## src/rtl/gnz_pkg.sv

```systemverilog
package gnz_pkg;

    localparam int TABLE_SIZE = 256;
    localparam int IDX_W      = $clog2(TABLE_SIZE);
    localparam int PERM_W     = 8;
    localparam int FRAC_BITS  = 16;
    localparam int PIX_W      = 12;
    localparam int SCALE_W    = 24;
    localparam int COORD_W    = PIX_W + SCALE_W;
    localparam int NOISE_W    = 19;
    localparam int FX_W       = 22;
    localparam int PROD_W     = 2 * FX_W;

    localparam logic [SCALE_W-1:0] SCALE_RESET = SCALE_W'(6554);

    typedef logic signed [FX_W-1:0]   fx_t;
    typedef logic signed [PROD_W-1:0] prod_t;

    localparam fx_t   FX_ONE    = fx_t'(1) <<< FRAC_BITS;
    localparam fx_t   FX_FIFTEEN = fx_t'(15) <<< FRAC_BITS;
    localparam fx_t   FX_TEN    = fx_t'(10) <<< FRAC_BITS;
    localparam prod_t PROD_HALF = prod_t'(1) <<< (FRAC_BITS - 1);

    typedef enum logic {
        OP_LOAD   = 1'b0,
        OP_SAMPLE = 1'b1
    } op_t;

    typedef struct packed {
        logic              we;
        logic [IDX_W-1:0]  addr;
        logic [PERM_W-1:0] data;
    } perm_wr_t;

    // Product back to FRAC_BITS fraction bits, rounding half up.
    function automatic fx_t rnd(input prod_t m);
        prod_t s;
        s = m + PROD_HALF;
        return fx_t'(s[FRAC_BITS+FX_W-1:FRAC_BITS]);
    endfunction

    function automatic fx_t grad(input logic [3:0] h, input fx_t x, input fx_t y);
        fx_t u;
        fx_t v;
        u = (h < 4'd8) ? x : y;
        if (h < 4'd4)
            v = y;
        else
        begin
            case (h) inside
                4'd12, 4'd14: v = x;
                default:      v = '0;
            endcase
        end
        return (h[0] ? -u : u) + (h[1] ? -v : v);
    endfunction

endpackage

```

## src/rtl/gnz_perm_ram.sv

```systemverilog
module gnz_perm_ram (
    input  logic                          clk,
    input  gnz_pkg::perm_wr_t             wr,
    input  logic                          re,
    input  logic [gnz_pkg::IDX_W-1:0]     raddr_a,
    input  logic [gnz_pkg::IDX_W-1:0]     raddr_b,
    output logic [gnz_pkg::PERM_W-1:0]    rdata_a,
    output logic [gnz_pkg::PERM_W-1:0]    rdata_b
);

    logic [gnz_pkg::PERM_W-1:0] mem [gnz_pkg::TABLE_SIZE];

    always_ff @(posedge clk)
    begin
        if (wr.we)
            mem[wr.addr] <= wr.data;
    end

    always_ff @(posedge clk)
    begin
        if (re)
        begin
            rdata_a <= mem[raddr_a];
            rdata_b <= mem[raddr_b];
        end
    end

endmodule

```

## config.mk

```make
export PLATFORM = sky130hd
export DESIGN_NAME = gnz_perm_ram
export DESIGN_NICKNAME = d
export VERILOG_FILES = /design/src/rtl/gnz_pkg.sv /design/src/rtl/gnz_perm_ram.sv
export SDC_FILE = /design/constraint.sdc
export NUM_CORES = 2
export LEC_CHECK = 0
export BUFFER_PORTS_ARGS = -buffer_cell sky130_fd_sc_hd__clkbuf_2
export CORE_ASPECT_RATIO = 1.2
export CORE_UTILIZATION = 50
export CTS_BUF_LIST = sky130_fd_sc_hd__clkbuf_2
export DETAILED_ROUTE_END_ITERATION = 12
export PLACE_DENSITY = 0.65
export SETUP_SLACK_MARGIN = 0.5
export SYNTH_ARGS = -nofsm -noshare
export SYNTH_HDL_FRONTEND = slang
export SYNTH_SLANG_ARGS = --single-unit
```

## constraint.sdc

```tcl
create_clock -name clk -period 3.1 [get_ports clk]
set_input_delay 0.155 -clock clk [delete_from_list [all_inputs] [get_ports clk]]
set_output_delay 0.155 -clock clk [all_outputs]
set_load 0.02 [all_outputs]
```

### Yosys cells after proc, flatten, opt, wreduce, memory -nomap -nowiden

Memories as Yosys holds them, arrays and structs flattened. A register that Yosys moved wholly into a read port is not among the register bits.
Index checks and enable logic that the tools add are counted.
Widths: inputs -> output; s select.

* bits in registers: 0
* RAM bits: 2048
* word-level logic and storage cells: 3
* bits in latches: 0
* memory bits (read-only): 0
* memories: 1

Memories
* mem: depth 256, bits a word 8, rd ports 2, clocked after Yosys merged registers in 2, write ports 1, RTL line gnz_perm_ram.sv:11 `logic [gnz_pkg::PERM_W-1:0] mem [gnz_pkg::TABLE_SIZE];`

* magnitude comparators: 0
* shift-type cells: 0
* add/sub/neg operators: 0
* reductions and logical operators: 0
* divide/modulo/power cells: 0
* multiplexer cells: 2
* bitwise gates (word level): 0
* equality and inequality tests: 0
* multiply operators: 0

Operators with widths (number)
* $mux 1: 2

### Depth between registers and ports, before layout

* word-level depth: 2
* gate-level depth with buffers: 12

### Worst setup path before layout

No wires, ideal clock.

* kind: in2reg
* from: input port raddr_b[0] (netlist name)
* to: register rdata_b[0] (netlist name) (read register of mem), data pin
* cell stages on the path: 9
* arrival time: 2.056 ns
* slack: 0.767 ns
* path buffers: 3
* required time: 2.823 ns
* cells stage by stage: buf_4 buf_6 buf_2 mux4_2 mux4_2 nand2_1 a21oi_1 a21oi_1 a221oi_2

RTL lines
* from (decl): RTL line gnz_perm_ram.sv:6 `input logic [gnz_pkg::IDX_W-1:0] raddr_b,`
* to (decl): RTL line gnz_perm_ram.sv:8 `output logic [gnz_pkg::PERM_W-1:0] rdata_b`

### Worst setup path after layout

* from: register rdata_b[2] (netlist name) (read register of mem)
* to: output port rdata_b[2] (netlist name)

No word-level cell between the ends.

==> impl_metrics.json <==
{
  "totalPowerFinal_mw": 54.0,
  "grt_pass1_vias": 59800,
  "floorplan.die.width_um": 404,
  "final_report_setup_violation_count": 0,
  "grt_first_pass_wirelength_um": 442000,
  "p_leak_nw": 36.5,
  "core_region_area_um2": 192000,
  "max-cap-violations": 0,
  "root_buffer": "sky130_fd_sc_hd__clkbuf_2",
  "muxShareOfSynthArea": 0.272,
  "synth_simple_gate_area_share": 0.0269,
  "timing.hold.worst.class": "input pin to flip-flop",
  "critPathKind": "flip-flop to primary output",
  "synthesis.area_um2": 97100,
  "synthDominantAreaCellType": "sky130_fd_sc_hd__edfxtp_1",
  "num_rows": 176,
  "cellPowerDensity_nw_per_um2": 489,
  "yosys.area_share.adder": 0,
  "fin_worst_skew_ns": 0.282,
  "syn_nets": 4882,
  "rsz0062_at_grt": "true",
  "post_synth_edffs": 2064,
  "largest_net_degree_at_the_start_of_global_routing": 116,
  "numClockSinks": 2064,
  "gp_congestion": 0.944,
  "crit_path_max_delay_cell_type": "sky130_fd_sc_hd__edfxtp_1",
  "synth.ff_latch_count": 2064,
  "clkSlewWorstSetupHoldPaths_ns": 0.12,
  "detail-route-antenna-nets": 0,
  "post_drt_via_cell_ratio": 6.75,
  "avg_wl_per_cell_um": 36.0,
  "portBuffers": 50,
  "detail_route.drc_violations": 0,
  "grt.overflow.total": 0,
  "post_route_cells_drive_above_1_share": 0.423,
  "ios": 51,
  "drt-pass1-iter-count": 8,
  "relSlewSlack": 0.125,
  "post-dp-hpwl_um": 210000,
  "crit_chain": "clkbuf_8",
  "synth_compound_area_frac": 0.0353,
  "ctsLongestPathBuffers": 4,
  "synth_top_cells_by_count": "sky130_fd_sc_hd__edfxtp_1, sky130_fd_sc_hd__mux4_2, sky130_fd_sc_hd__nor2_1",
  "leading_post_synthesis_cells_by_cell_area": "sky130_fd_sc_hd__edfxtp_1, sky130_fd_sc_hd__mux4_2, sky130_fd_sc_hd__mux2i_1",
  "timing.critical_path.max_delay_family": "flip-flops",
  "antenna_violations_before_repair": 24,
  "die_area_um2": 196000,
  "synth.avg_cell_area_um2": 20.0,
  "num_vias": 59100,
  "number_of_nets_in_the_final_layout": 5839,
  "finalWorstPathRequiredPeriod_ns": 3.04,
  "worst_path_largest_cell_delay_ns": 0.61,
  "ys_async_sr_fraction": 0,
  "critPathCaptureType": "primary output",
  "postCtsSetupBuffers": 0,
  "initial_core_utilization": 0.505,
  "result_of_the_run": "completed",
  "cts_max_level": 5,
  "fin_setup_tns_ns": 0,
  "yosysUniqueCellTypes": 64,
  "synth_flop_cell": "sky130_fd_sc_hd__edfxtp_1",
  "startpoint_types": "flip-flop",
  "drt_first_iter_violations": 8614,
  "globalRouteTotalUtil": 0.324,
  "yosys.area.top_type_share": 0.638,
  "final_min_period_over_clock_period": 0.982,
  "layout-area-overhead-vs-synth_pct": 13.7,
  "max_freq_mhz": 328,
  "dieHeight_um": 485,
  "critPathRequiredTime_ns": 2.94,
  "synth.most_common_cell": "sky130_fd_sc_hd__edfxtp_1",
  "fillCellCount": 14600,
  "netlist_instances": 4847,
  "vdd_drop_max_mv": 0.394,
  "cts_tree": "yes",
  "yosys_warnings": 0,
  "clk_latency_worst_skew_pair_ns": 2.03,
  "slew_worst_pin_ns": 1.31,
  "synth_top_family_by_area": "multiplexers",
  "cp.arrival_ns": 2.89,
  "path_max_fanout": 1,
  "synth-xor-area-share": 0,
  "ys_seq_area_frac": 0.638,
  "sum_of_routed_wire_length_over_all_layers_um": 316000,
  "cts_buffers": 494,
  "slew_violations": 0,
  "finalHoldViolCount": 0,
  "path_buf_inv": 1,
  "r2r_slack_ns": 0.50
}
==> report_power, final <==
group | internal (mW) | switching (mW)
Combinational | 2.50 | 3.42
Clock | 6.22 | 11.1
Sequential | 30.8 | 0.0920
Total | 39.5 | 14.6
==> cell families (layout without fill, tap and decap cells) <==
| family | after synthesis | count (layout) |
|---|---|---|
| DFF | 2064 | 2064 |
| muxes | 1325 | 1325 |
| and+or+nand+nor | 591 | 591 |
| AOI/OAI and AO/OA | 466 | 466 |
| buffers and inverters | 401 | 1721 |
| other | 0 | 13 |
==> stage by stage <==
stage	cell area [µm²]	hold WS, ns	std cells	utilization	worst slack (ns)
4_1_cts	110000	0.000539	8749	0.574	-0.0919
3_3_place_gp	105000	0.707	7785	0.544	-0.558
3_5_place_dp	105000	0.715	7785	0.544	-0.552
5_1_grt	110000	0.0645	8755	0.574	-0.104
6_report	110000	0.184	8761	0.574	0.0557
2_1_floorplan	97100	0.254	4847	-	0.767
==> what timing repair did <==
action	in CTS	in global routing
endpoints found under the setup margin	25	37
endpoints found under the hold margin	4128	0
hold buffers	105	0
pin swaps	1	5
gates resized for setup	50	27
==> layout make-up <==
class | instances | area (µm²) | area share
Tap cell | 2581 | 3230 | 0.0293
Timing Repair Buffer | 856 | 8210 | 0.0743
Clock buffer | 670 | 3350 | 0.0304
Clock inverter | 189 | 856 | 0.00775
Multi-Input combinational cell | 2382 | 32700 | 0.296
Antenna cell | 13 | 32.5 | 0.000295
Sequential cell | 2064 | 62000 | 0.561
Inverter | 6 | 26.3 | 0.000238
==> cell usage in the layout, fill, tap and decap left out, drive strengths merged, types with 62 or more instances in the layout <==
master	instances
a21oi	79
a22oi	62
buf	721
clkbuf	710
clkinv	181
dlygate4sd3	94
edfxtp	2064
mux2i	236
mux4	1051
nand2	114
nor2	299
o221ai	67
==> per-layer routing <==
layer  wire (µm)  GRT usage
met1      111000      0.422
met2      148000      0.500
met3       38600     0.0898
met4       17500      0.165
met5         155          0
==> path summary, 6_finish.rpt <==
kind | start | end | cells after the start
setup / recovery | rdata_b[2]$_DFFE_PP_ | rdata_b[2] | 1
hold / removal | raddr_b[3] | rdata_b[3]$_DFFE_PP_ | 9
setup reg to reg | mem[188][7]$_DFFE_PP_ | rdata_a[7]$_DFFE_PP_ | 6
hold reg to reg | mem[207][3]$_DFFE_PP_ | rdata_b[3]$_DFFE_PP_ | 4
==> state kept, by name, indices dropped and copies added (netlist names) <==
name and cells:
rdata_b 8, rdata_a 8, mem 2048
Power figures use the tool's default switching activity.
