--- config.mk ---
export PLATFORM = sky130hd
export DESIGN_NAME = gnz_fade
export DESIGN_NICKNAME = d
export VERILOG_FILES = /design/src/rtl/gnz_pkg.sv /design/src/rtl/gnz_fade.sv
export SDC_FILE = /design/constraint.sdc
export NUM_CORES = 2
export LEC_CHECK = 0
export ABC_CLOCK_PERIOD_IN_PS = 21400
export BUFFER_PORTS_ARGS = -buffer_cell sky130_fd_sc_hd__clkbuf_2
export CAP_MARGIN = 30
export CORE_MARGIN = 2
export CORE_UTILIZATION = 54
export CTS_CLUSTER_DIAMETER = 80
export CTS_CLUSTER_SIZE = 28
export DETAILED_ROUTE_END_ITERATION = 10
export PLACE_DENSITY_LB_ADDON = 0.1
export SETUP_SLACK_MARGIN = 0.2
export SLEW_MARGIN = 0
export SYNTH_ARGS = -nofsm -noshare
export SYNTH_HDL_FRONTEND = slang
export SYNTH_SLANG_ARGS = --single-unit
--- constraint.sdc ---
create_clock -name clk -period 21.4 [get_ports clk]
set_input_delay 4.28 -clock clk [delete_from_list [all_inputs] [get_ports clk]]
set_output_delay 4.28 -clock clk [all_outputs]
set_load 0.005 [all_outputs]
--- src/rtl/gnz_pkg.sv ---
package gnz_pkg;

    localparam int TABLE_SIZE = 256;
    localparam int IDX_W      = $clog2(TABLE_SIZE);
    localparam int PERM_W     = 8;
    localparam int FRAC_BITS  = 16;
    localparam int PIX_W      = 12;
    localparam int SCALE_W    = 24;
    localparam int COORD_W    = PIX_W + SCALE_W;
    localparam int NOISE_W    = 19;
    localparam int FX_W       = 22;
    localparam int PROD_W     = 2 * FX_W;

    localparam logic [SCALE_W-1:0] SCALE_RESET = SCALE_W'(6554);

    typedef logic signed [FX_W-1:0]   fx_t;
    typedef logic signed [PROD_W-1:0] prod_t;

    localparam fx_t   FX_ONE    = fx_t'(1) <<< FRAC_BITS;
    localparam fx_t   FX_FIFTEEN = fx_t'(15) <<< FRAC_BITS;
    localparam fx_t   FX_TEN    = fx_t'(10) <<< FRAC_BITS;
    localparam prod_t PROD_HALF = prod_t'(1) <<< (FRAC_BITS - 1);

    typedef enum logic {
        OP_LOAD   = 1'b0,
        OP_SAMPLE = 1'b1
    } op_t;

    typedef struct packed {
        logic              we;
        logic [IDX_W-1:0]  addr;
        logic [PERM_W-1:0] data;
    } perm_wr_t;

    // Product back to FRAC_BITS fraction bits, rounding half up.
    function automatic fx_t rnd(input prod_t m);
        prod_t s;
        s = m + PROD_HALF;
        return fx_t'(s[FRAC_BITS+FX_W-1:FRAC_BITS]);
    endfunction

    function automatic fx_t grad(input logic [3:0] h, input fx_t x, input fx_t y);
        fx_t u;
        fx_t v;
        u = (h < 4'd8) ? x : y;
        if (h < 4'd4)
            v = y;
        else
        begin
            case (h) inside
                4'd12, 4'd14: v = x;
                default:      v = '0;
            endcase
        end
        return (h[0] ? -u : u) + (h[1] ? -v : v);
    endfunction

endpackage

--- src/rtl/gnz_fade.sv ---
module gnz_fade (
    input  logic                             clk,
    input  logic [3:0]                       en,
    input  logic [gnz_pkg::FRAC_BITS-1:0]    t,
    output gnz_pkg::fx_t                     fade
);

    gnz_pkg::fx_t  t1, a1, p2, p3, p4;
    gnz_pkg::fx_t  t2_reg, t3_reg, t4_reg;
    gnz_pkg::prod_t m1_next, m2_next, m3_next, m4_next;
    gnz_pkg::prod_t m1_reg, m2_reg, m3_reg, m4_reg;

    // Horner form: t*(6t - 15) + 10, then three more products by t.
    always_comb
    begin
        t1      = gnz_pkg::fx_t'(t);
        a1      = (t1 <<< 2) + (t1 <<< 1) - gnz_pkg::FX_FIFTEEN;
        m1_next = gnz_pkg::prod_t'(a1) * gnz_pkg::prod_t'(t1);
        p2      = gnz_pkg::rnd(m1_reg) + gnz_pkg::FX_TEN;
        m2_next = gnz_pkg::prod_t'(p2) * gnz_pkg::prod_t'(t2_reg);
        p3      = gnz_pkg::rnd(m2_reg);
        m3_next = gnz_pkg::prod_t'(p3) * gnz_pkg::prod_t'(t3_reg);
        p4      = gnz_pkg::rnd(m3_reg);
        m4_next = gnz_pkg::prod_t'(p4) * gnz_pkg::prod_t'(t4_reg);
        fade    = gnz_pkg::rnd(m4_reg);
    end

    always_ff @(posedge clk)
    begin
        if (en[0])
        begin
            m1_reg <= m1_next;
            t2_reg <= t1;
        end
        if (en[1])
        begin
            m2_reg <= m2_next;
            t3_reg <= t2_reg;
        end
        if (en[2])
        begin
            m3_reg <= m3_next;
            t4_reg <= t3_reg;
        end
        if (en[3])
            m4_reg <= m4_next;
    end

endmodule

# Word-level counts from Yosys, hierarchy flattened
# Cells that the tools add are included.
totals:
  wordCells: 18
  output_inout_bits: 22
  in_bits: 21
  ff_bits: 200
classes:
  n_addsub: 7
  multipliers: 4
op_table:
  columns: ["op", "n"]
  rows:
  - ["$add A38 B17 Y38 const B", 4]
  - ["$mul A22 B17 Y38", 3]
  - ["$mul A21 B17 Y38", 1]
  - ["$add A22 B21 Y22 const B", 1]
  - ["$sub A19 B20 Y21 const B", 1]
  - ["$add A18 B17 Y19", 1]

# Logic depth before layout (Yosys ltp)
depth:
  ltp_word: 3
  mapped_depth: 37
  mapped_depth_nobuf: 35

# Least setup slack after synthesis
# No wires, ideal clock.
synth_path:
  path_type: "input to register"
  startpoint: "input port t[1] in the netlist's numbering"
  endpoint: "register m1_reg[37] (netlist name)"
  n_path_buf: 1
  setup_time_ns: 0.260
  arrival_time_ns: 11.616
  setup_slack_ns: 9.524
  cell_stages: 33
  required_ns: 21.140
  cell_sequence: "ha_1 -> ha_1 -> inv_1 -> fa_1 -> nor2b_1 -> o21ai_1 -> a21oi_1 -> o21a_1 -> o21ai_1 -> a21oi_1 -> a21o_1 -> o41ai_4 -> buf_4 -> mux2_2 -> fa_1 -> inv_1 -> fa_1 -> fa_1 -> fa_1 -> fa_1 -> inv_1 -> fa_1 -> inv_1 -> ha_1 -> and3_1 -> a2bb2oi_1 -> a21oi_1 -> a21o_1 -> a21o_1 -> a211oi_1 -> o31ai_1 -> a21oi_1 -> xnor2_1"
synth_between:
  elab_chain_len: 3
synth_rtl:
  columns: ["item", "line", "source"]
  rows:
  - ["start, declared", "gnz_fade.sv:4", "input logic [gnz_pkg::FRAC_BITS-1:0] t,"]
  - ["$add A18 B17 Y19", "gnz_fade.sv:17", "a1 = (t1 <<< 2) + (t1 <<< 1) - gnz_pkg::FX_FIFTEEN;"]
  - ["$sub A19 B20 Y21", "gnz_fade.sv:17", null]
  - ["$mul A21 B17 Y38 *", "gnz_fade.sv:18", "m1_next = gnz_pkg::prod_t'(a1) * gnz_pkg::prod_t'(t1);"]
  - ["named net m1_next[37]", "gnz_fade.sv:10", "gnz_pkg::prod_t m1_next, m2_next, m3_next, m4_next;"]
# The timed path passes the listed nets; every way through them passes the cells marked *.
# A chain may end at the register's enable or synchronous reset.

# Final worst setup path
layout_path:
  startpoint: "input port t[2] in the netlist's numbering"
  endpoint: "register m1_reg[37] (netlist name)"
layout_between:
  elab_chain_len: 3
layout_rtl:
  columns: ["item", "line"]
  rows:
  - ["$add A18 B17 Y19", "gnz_fade.sv:17"]
  - ["$sub A19 B20 Y21", "gnz_fade.sv:17"]
  - ["$mul A21 B17 Y38 *", "gnz_fade.sv:18"]
  - ["named net m1_next[37]", "gnz_fade.sv:10"]
# Marked as above.

==> key figures <==
Layout
  – Nets: 7,686
  – Layout Cells excl Fill: 7,311
  – Final Util: 56.9%
  – Fraction of layout cells with a size suffix above 1: 3.57%
  – Most frequent cells in the layout: 1,666 x inv_1, 1,323 x fa_1, 916 x nand2_1, 460 x and2_1, 412 x ha_1
  – Design area: 0.0577 mm²
  – Commonest non-fill, non-tap cell in the layout: inv_1
  – Max FFs per register: 24
  – Area delta synth->final: 4.75%

Placement
  – Dpl cell area: 0.0572 mm²
  – Final RePlAce weighted congestion: 0.861
  – Port bufs: 42
  – DP Wirelength: 103 mm
  – Dpl cells: 7,278

Critical path
  – CP startpoint: t[2]
  – Critical path class: input pin to flip-flop
  – Cell mode on critical path: fa_1
  – Slowest-stage cell, CP: fa_1
  – Required @ worst endpoint: 21.64 ns
  – Launch point of the worst reg-to-reg path: m3_reg[16]
  – Worst setup EP type: flip-flop
  – Worst path max stage delay: 0.57 ns
  – Critical path peak fanout: 25
  – Worst EP arrival: 13.02 ns
  – Startpoint types: input pin

STA
  – Period Utilization, post-route: 59.7%
  – Final hold viol count: 0
  – Unrepaired setup endpoints after global routing: false
  – Final setup fails: 0
  – Max Freq: 78.2 MHz
  – Tmin final: 12.78 ns
  – Setup_tns: 0 ns
  – Skew final: 0.0171 ns
  – Pins Over Slew Limit: 0
  – Worst-Margin Slew: 1.09 ns
  – Max-slew headroom: 27.3%

Clocking
  – Post-CTS setup buffers: 0
  – Num CTS Buffers: 17
  – TritonCTS clock tree: done
  – Clock sinks: 140
  – Root Driver: clkbuf_16
  – Clock Latency Late Sink: 0.50 ns
  – CTS Hold Buffers Added: 0
  – Worst-path clk slew: 0.08 ns
  – H-tree depth: 4
  – Clock Path Buffers: 2
  – Post_cts resized: 0

Route
  – Via count: 37,906
  – Wire per inst: 17.2 µm
  – Drt pass-1 iters: 5
  – DR iter-0 viols: 1,810
  – Final ANT Viol Nets: 0
  – Routed wire length: 126 mm
  – DRC: 0
  – Drt via density: 5.18

Floorplanning
  – Die height: 323 µm
  – Rows: 117
  – Core area: 0.101 mm²
  – Die W: 323 µm
  – Die area: 0.105 mm²
  – Initial Utilization: 54.3%
  – Boundary Pins: 43

Logic synthesis
  – Post-synth EDFFs: 140
  – XOR/XNOR Fraction of Synth Area: 3.58%
  – Synth Area in Simple Gates: 14.7%
  – Syn Area/Cell: 9.21 µm²
  – Synthesized instance count: 5,984
  – Mapped cell area: 0.0551 mm²
  – Sequential area share after synthesis: 7.63%
  – Library cells used by synthesis: 71
  – Yosys warning total: 0
  – Synth Register Bits: 140
  – Syn Nets: 7,740
  – Most used DFF post-synth: edfxtp_1
  – Adder-Cell Fraction of Synth Area: 57.5%
  – Mux cell area share after synthesis: 0.347%
  – Main combinational cell family by area after synthesis: adder cells
  – Post-synth ARST share: 0%
  – Compound-gate portion of the synthesized area: 3.43%

Min path
  – HP Start: m1_reg[1]
  – HP Class: flip-flop to flip-flop

Global routing
  – Antenna violations before repair: 1
  – Vias in the first global route: 41,955
  – Overflow after GRT: 0
  – Largest net degree at the start of global routing: 40
  – Total GRT Usage: 26.1%
  – First-pass GRT wire length: 215 mm

Flow run
  – MaxCap Viol Count: 0

Status
  – Outcome: finished, final reports clean
cells in the mapped netlist (all sizes together), types with 6 or more instances:
cell / n / share of area, %
fa: 1323 / 48
nor2b: 26 / 0.30
nand3: 45 / 0.41
edfxtp: 140 / 7.6
inv: 1666 / 11
o21bai: 11 / 0.15
nor3: 29 / 0.27
mux2: 9 / 0.18
a211oi: 13 / 0.18
buf: 7 / 0.066
nand2b: 40 / 0.45
o21ai: 42 / 0.39
o21a: 16 / 0.22
or3: 11 / 0.12
ha: 412 / 9.4
nand3b: 8 / 0.11
o211ai: 8 / 0.11
maj3: 6 / 0.11
xor2: 67 / 1.1
nor2: 93 / 0.63
xnor2: 158 / 2.5
and3: 32 / 0.36
and2: 461 / 5.2
clkbuf: 211 / 1.4
a21o: 43 / 0.59
a31oi: 15 / 0.21
a21oi: 74 / 0.68
nand4: 21 / 0.24
nand2: 916 / 6.2
mux2i: 9 / 0.16
worst max-delay path: cells and delay by family:
| kind | cells | cell delay [ns] |
|---|---|---|
| xor+xnor | 1 | 0.08 |
| buf+inv | 4 | 0.63 |
| simple gates | 3 | 0.86 |
| compound gates | 14 | 3.20 |
| fa+ha+maj | 9 | 3.98 |
cells by family after synthesis:
kind of cell / after synthesis
AO/OA/AOI/OAI: 273
adder cells (fa/ha/maj): 1741
XOR/XNOR: 225
flip-flops: 140
multiplexers: 18
AND/OR/NAND/NOR: 1703
buffers and inverters: 1884
final cells by class:
cell class	count	area, µm²
Multi-Input combinational cell	3960	43900
Fill cell	9254	43700
Inverter	1666	6250
Sequential cell	140	4200
Tap cell	1368	1710
Timing Repair Buffer	145	1110
Clock buffer	17	425
Clock inverter	14	136
Antenna cell	1	2.50
final timing paths:
path                     end  slack, ns  cells past startpoint
setup / recovery  m1_reg[37]       8.62                     31
hold / removal     t3_reg[0]       0.81                      1
setup reg to reg  m4_reg[36]      12.37                     27
hold reg to reg    t3_reg[0]       0.81                      1
metrics by stage:
| step | setup WS (ns) | hold WS, ns |
|---|---|---|
| after floorplan | 9.52 | 0.461 |
| final | 8.62 | 0.809 |
| after global routing | 8.20 | 0.839 |
| after CTS | 8.76 | 0.803 |
| after global placement | 8.39 | 0.786 |
| after detailed placement | 8.24 | 0.783 |
metal layers:
metal / track usage (%) / part of all wire (%)
met5: 0 / 0
met4: 6.61 / 2.2
met3: 2.49 / 4.4
met2: 46.1 / 50
met1: 34.8 / 43
Power is left out: the tool's default activity adds up to more than one toggle a clock period on the data nets, which glitch-free logic cannot reach.
